## config.mk

```make
export PLATFORM = sky130hd
export DESIGN_NAME = rmq_front
export DESIGN_NICKNAME = d
export VERILOG_FILES = /design/src/design/rmq_pkg.sv /design/src/design/rmq_front.sv
export SDC_FILE = /design/constraint.sdc
export NUM_CORES = 1
export LEC_CHECK = 0
export BUFFER_PORTS_ARGS = -buffer_cell sky130_fd_sc_hd__buf_2
export CORE_MARGIN = 2
export CORE_UTILIZATION = 55
export CTS_BUF_LIST = sky130_fd_sc_hd__clkbuf_8
export DETAILED_ROUTE_END_ITERATION = 16
export GPL_TIMING_DRIVEN = 1
export PLACE_DENSITY_LB_ADDON = 0.12
export SLEW_MARGIN = 20
export SYNTH_ARGS = -nofsm -noshare
export SYNTH_HDL_FRONTEND = slang
export SYNTH_SLANG_ARGS = --single-unit
```

## constraint.sdc

```tcl
create_clock -name clk_i -period 1 [get_ports clk_i]
set_clock_uncertainty 0.15 [all_clocks]
set_input_delay 0.05 -clock clk_i [delete_from_list [all_inputs] [get_ports clk_i]]
set_output_delay 0.05 -clock clk_i [all_outputs]
set_load 0.005 [all_outputs]
```

## src/design/rmq_pkg.sv

```systemverilog
`default_nettype none
// ----------------------------------------------------------------------------
// rmq_pkg - shared types and constants
// Widths, branch codes and the beats carried between pipeline sections of
// the matrix-to-quaternion converter.
// ----------------------------------------------------------------------------
package rmq_pkg;

  localparam int unsigned DW      = 32;        // data width of every entry
  localparam int unsigned FW      = DW - 2;    // fraction bits (Q2.30)
  localparam int unsigned NW      = DW + 1;    // exact sum/difference of two entries
  localparam int unsigned RW      = DW + 3;    // signed radicand
  localparam int unsigned RadUW   = DW + 2;    // positive radicand
  localparam int unsigned SqSteps = DW;        // root bits, one per stage
  localparam int unsigned SqNW    = 2 * SqSteps; // radicand << FW
  localparam int unsigned SqRemW  = DW + 2;    // sqrt partial remainder
  localparam int unsigned SW      = DW + 1;    // s = 2 * root
  localparam int unsigned QW      = DW - 1;    // unsaturated quotient bits
  localparam int unsigned Lanes   = 3;         // divisions per item

  typedef enum logic [1:0] {
    BR_TRACE = 2'd0,
    BR_X     = 2'd1,
    BR_Y     = 2'd2,
    BR_Z     = 2'd3
  } br_e;

  typedef logic signed [NW-1:0] num_t;

  // side data riding along the square root pipeline
  typedef struct packed {
    logic [Lanes-1:0][NW-1:0] num;   // numerators, two's complement
    br_e                      br;
    logic                     degen;
  } sq_side_t;

  // side data riding along the divider pipeline
  typedef struct packed {
    logic [DW-2:0] main;             // root >> 1
    br_e           br;
    logic          degen;
  } dv_side_t;

  // one lane's division result
  typedef struct packed {
    logic          sat;
    logic          neg;
    logic [QW-1:0] quo;
  } quo_t;

endpackage
`default_nettype wire

```

## src/design/rmq_front.sv

```systemverilog
`default_nettype none
// ----------------------------------------------------------------------------
// rmq_front - trace, branch pick and radicand
// One register stage: selects the formula, forms the radicand and the three
// numerators that feed the divider lanes.
// ----------------------------------------------------------------------------
module rmq_front (
  input  logic                              clk_i,
  input  logic                              rst_ni,
  input  logic                              en_i,
  input  logic                              valid_i,
  input  logic signed [rmq_pkg::DW-1:0]     m00_i,
  input  logic signed [rmq_pkg::DW-1:0]     m01_i,
  input  logic signed [rmq_pkg::DW-1:0]     m02_i,
  input  logic signed [rmq_pkg::DW-1:0]     m10_i,
  input  logic signed [rmq_pkg::DW-1:0]     m11_i,
  input  logic signed [rmq_pkg::DW-1:0]     m12_i,
  input  logic signed [rmq_pkg::DW-1:0]     m20_i,
  input  logic signed [rmq_pkg::DW-1:0]     m21_i,
  input  logic signed [rmq_pkg::DW-1:0]     m22_i,
  output logic                              valid_o,
  output logic [rmq_pkg::RadUW-1:0]         rad_o,
  output rmq_pkg::sq_side_t                 side_o
);
  import rmq_pkg::*;

  localparam logic signed [RW-1:0] OneQ = RW'(1) << FW;

  logic signed [DW+1:0] tr;
  logic signed [RW-1:0] rad_t, rad_x, rad_y, rad_z, rad_sel;
  num_t     d21m12, d02m20, d10m01, s01p10, s02p20, s12p21;
  br_e      br;
  logic     degen;
  sq_side_t side_d;
  logic [RadUW-1:0] rad_d;
  logic     valid_q;
  logic [RadUW-1:0] rad_q;
  sq_side_t side_q;

  always_comb begin
    tr    = (DW+2)'(m00_i) + (DW+2)'(m11_i) + (DW+2)'(m22_i);
    rad_t = OneQ + RW'(tr);
    rad_x = OneQ + RW'(m00_i) - RW'(m11_i) - RW'(m22_i);
    rad_y = OneQ + RW'(m11_i) - RW'(m00_i) - RW'(m22_i);
    rad_z = OneQ + RW'(m22_i) - RW'(m00_i) - RW'(m11_i);

    d21m12 = num_t'(m21_i) - num_t'(m12_i);
    d02m20 = num_t'(m02_i) - num_t'(m20_i);
    d10m01 = num_t'(m10_i) - num_t'(m01_i);
    s01p10 = num_t'(m01_i) + num_t'(m10_i);
    s02p20 = num_t'(m02_i) + num_t'(m20_i);
    s12p21 = num_t'(m12_i) + num_t'(m21_i);

    if (tr > 0) begin
      br = BR_TRACE;
    end else if (m00_i > m11_i && m00_i > m22_i) begin
      br = BR_X;
    end else if (m11_i > m22_i) begin
      br = BR_Y;
    end else begin
      br = BR_Z;
    end

    // lanes hold the non-main parts in ascending index order
    unique case (br)
      BR_TRACE: begin
        rad_sel = rad_t;
        side_d.num = {d10m01, d02m20, d21m12};
      end
      BR_X: begin
        rad_sel = rad_x;
        side_d.num = {s02p20, s01p10, d21m12};
      end
      BR_Y: begin
        rad_sel = rad_y;
        side_d.num = {s12p21, s01p10, d02m20};
      end
      default: begin
        rad_sel = rad_z;
        side_d.num = {s12p21, s02p20, d10m01};
      end
    endcase

    degen        = rad_sel[RW-1] || (rad_sel == '0);
    rad_d        = degen ? RadUW'(1) : rad_sel[RadUW-1:0];
    side_d.br    = br;
    side_d.degen = degen;
  end

  always_ff @(posedge clk_i or negedge rst_ni) begin
    if (!rst_ni) begin
      valid_q <= 1'b0;
    end else if (en_i) begin
      valid_q <= valid_i;
    end
  end

  always_ff @(posedge clk_i) begin
    if (en_i) begin
      rad_q  <= rad_d;
      side_q <= side_d;
    end
  end

  assign valid_o = valid_q;
  assign rad_o   = rad_q;
  assign side_o  = side_q;

endmodule
`default_nettype wire

```

==> results by group <==
Floorplanning
  • Chip Width: between 200 and 250 µm
  • Core Area: roughly 55,000 µm²
  • Num ports: 429
  • Row count: 86
  • Initial core utilization: 0.5550
  • Die area: about 57,000 µm²
  • Die height: approximately 240 µm

Clock network
  • # hold bufs at CTS: 4
  • TritonCTS buffer count: 17
  • Worst-path clk slew: ~100 ps
  • Max Root-Sink Buffers: 2
  • H-tree Lvls: 4
  • CTS Sinks: 137
  • Later-pin clock latency in the skew report: approximately 560 ps
  • CTS root buffer: clkbuf_8
  • TritonCTS clock tree: built

STA
  • RSZ-0062 raised after global routing: yes
  • Achievable Freq: 180.2 MHz
  • Min Clock Period, post-route: 5549 ps
  • Worst-Margin Slew: roughly 1100 ps
  • Slack of the critical path: -4549 ps
  • Final Max Tran Viols: 0
  • Final Cycle Share: 5.549
  • Setup violators final: between 200 and 300
  • Headroom to the max-slew limit: 0.2489
  • Setup_tns: -615,500 ps
  • Final Hold Viols: 5
  • WHS: -87.25 ps

Logic synthesis
  • Post-Synth XOR/XNOR Area: 0.07649
  • Adder-cell share of the synthesized area: 0.3480
  • Ys async rst share: 0.007299
  • Synth Area in Compound Gates: 0.2153
  • YS warnings: 0
  • Post-synth top area share: 0.2481
  • Seq/Total Area, Yosys: 0.1349
  • Number of synthesized flops with an enable pin: about 140
  • #FFs+latches synth: ~140
  • Gate Count Post-Synth: 3,589
  • Proportion of synthesized area in mux cells: 0.01996
  • Cell Area, Synth: between 30,000 and 40,000 µm²
  • Netlist cell types: 100
  • Simple-gate share of the synthesized area: 0.1415
  • Leading area contributor after synthesis: ha_1
  • Post-Syn Nets: roughly 4,600
  • Largest cells by area after synthesis: ha_1, edfxtp_1, fa_1
  • Post-synthesis area per instance: roughly 8.5 µm²
  • Top_reg_cell synth: edfxtp_1
  • Largest family of logic cells by synthesized area: adder cells

Global route
  • Antenna violations before repair: 13
  • Vias in the first global route: 33,320
  • Largest net degree at the start of global routing: 44
  • Total GRT Usage: 0.4157
  • First-pass GRT wire length: about 180,000 µm
  • GRT overflow: 0

Critical path
  • Crit path DAT: 5790 ps
  • Setup crit end kind: flip-flop
  • CP Max Fanout: 8
  • CP Launch Type: primary input
  • CP max stage cell: fa_1
  • Worst Path Required: between 1000 and 1500 ps
  • CP peak stage delay: roughly 480 ps
  • Worst Path Class, Setup: in2reg
  • Reg2Reg Setup Slack: 60 ps

Detailed routing
  • Antenna Violating Nets Remaining: 0
  • Metal3 WL: 12,230 µm
  • DRC Markers: 0
  • Top Metal Used: met5
  • Met2 WL: about 61,000 µm
  • Via count: about 35,000
  • Detailed Routing Iterations Pass 1: 9
  • Total wire length: between 100,000 and 150,000 µm
  • Wire length on met1: ~48,000 µm
  • Vias per inst: about 5.8
  • DR iter-0 viols: around 3,200
  • Routed WL per cell: about 22 µm

Worst hold path
  • Hold WC Path Type: in2reg

Power
  • Switching share of total power: 0.4676
  • Leakage: 23.32 nW
  • PwrDens: about 1500 nW/µm²
  • Share of power burned in registers: 0.143
  • Worst VDD drop: roughly 1.6 mV
  • P_sw: between 30 and 40 mW
  • Power Internal: around 37 mW
  • Clock share of power: 0.069
  • Comb pwr share: 0.788

Run
  • Max-cap violations: 0

Final layout
  • Non-Filler Instances: between 6,000 and 7,000
  • Fin area: about 46,000 µm²
  • Nets: roughly 6,400
  • Fin util: 0.8314
  • Fill cells: 3,552
  • Share of cells above drive strength 1: 0.3846
  • Area growth syn-to-layout: 49.80%

Outcome
  • Status: finished, violations left
  • Failing checks: hold timing, setup timing

Placement
  • Pre-CTS setup slack: -5154 ps
  • DP HPWL: just over 100,000 µm
  • Port-buffer cells: roughly 430
  • Placed cell count: 5,925
  • Placed cell area: about 43,000 µm²
  • GPL Wtd Cong: roughly 1.0
-- layer usage --
metal / vias to the layer above / GRT usage
met3: 605 / 0.07595
met1: 16502 / 0.4831
li1: 16105 / -
met2: 1886 / 0.7016
met4: 6 / 0.2746
met5: - / 0
-- critical path, delay by kind of cell --
family	cells	cell delay, ps
fa+ha+maj	4	1230
compound gates	9	1860
xor+xnor	1	90
simple gates	11	2100
buf+inv	4	450
-- area by class of cell --
cell class / instances / area (µm²) / share of cell area
Multi-Input combinational cell: 2947 / 25310 / 0.5548
Timing Repair Buffer: 1824 / 13440 / 0.2945
Sequential cell: 137 / 4109 / 0.09006
Inverter: 393 / 1493 / 0.03272
Tap cell: 704 / 880.8 / 0.01931
Clock buffer: 17 / 234.0 / 0.005128
Clock inverter: 15 / 138.9 / 0.003044
Antenna cell: 8 / 20.02 / 0.0004388
-- state kept, by name, summed over array words and instances (netlist names) --
| name | count |
|---|---|
| valid_o | 1 |
| side_o | 102 |
| rad_o | 34 |
-- what timing repair did --
action / 4_1_cts / 5_1_grt
setup endpoints to repair: 273 / 273
endpoints found under the hold margin: 148 / 6
gates cloned: 6 / 9
setup buffers: 25 / 38
gates resized for setup: 61 / 287
pin swaps: 8 / 45
-- Yosys cell counts (44+ instances only) --
master / number
a211oi_1: 44
a21o_1: 73
a21oi_1: 313
clkbuf_1: 84
edfxtp_1: 136
fa_1: 152
ha_1: 604
inv_1: 392
mux2i_1: 45
nand2_1: 178
nand2b_1: 56
nand3_1: 51
nor2_1: 277
nor2b_1: 52
nor3_1: 69
o21ai_0: 169
xnor2_1: 202
xor2_1: 64
-- metrics by stage --
stage          power [mW]  hold slack (ps)
2_1_floorplan       32.64           -395.6
3_3_place_gp        55.63           -323.9
3_5_place_dp        56.22           -318.9
4_1_cts             62.87           -132.1
5_1_grt             73.23           -92.78
6_report            70.03           -87.25
-- worst paths after layout --
path                               start  cells past startpoint   endpoint
max in group asynchronous         rst_ni                      3    valid_o
worst max register to register   valid_o                      1    valid_o
worst min register to register   valid_o                      1    valid_o
worst min-delay path            m21_i[1]                      4  side_o[4]
worst max-delay path            m00_i[1]                     29   rad_o[0]
min in group asynchronous         rst_ni                      3    valid_o
-- placed cells by master, fill, tap and decap left out, types with 30 or more instances in the layout --
master / instances
a21oi_1: 298
nand2_1: 161
or3_1: 34
a211oi_1: 38
buf_6: 50
fa_1: 151
a31oi_1: 34
xor2_1: 64
nor2_4: 30
buf_2: 417
inv_1: 390
o21a_1: 32
buf_4: 1306
mux2i_1: 44
nand2b_1: 55
a21o_1: 73
edfxtp_1: 136
o21bai_1: 38
xnor2_1: 201
nor3_1: 66
ha_1: 602
o211ai_1: 31
nor2_1: 233
nor2b_1: 51
o21ai_0: 132
nand3_1: 50
-- power groups by stage --
stage	registers [mW]	logic [mW]	clock network, mW
6_report	9.99	55.2	4.83
5_1_grt	9.96	58.2	5.02
4_1_cts	9.77	48.3	4.76
3_5_place_dp	9.86	46.4	0
3_3_place_gp	9.91	45.7	0
2_1_floorplan	9.62	23.0	0
-- logic make-up (layout without fill, tap and decap cells) --
group                      after synthesis  in the layout
AOI/OAI and AO/OA                      993            994
xor gates and xnor gates               266            266
adders and majority gates              756            756
buffers and inverters                  506           2249
DFF                                    137            137
muxes                                   58             58
other                                    0              8
and+or+nand+nor                        873            873
Power figures use the tool's default switching activity.
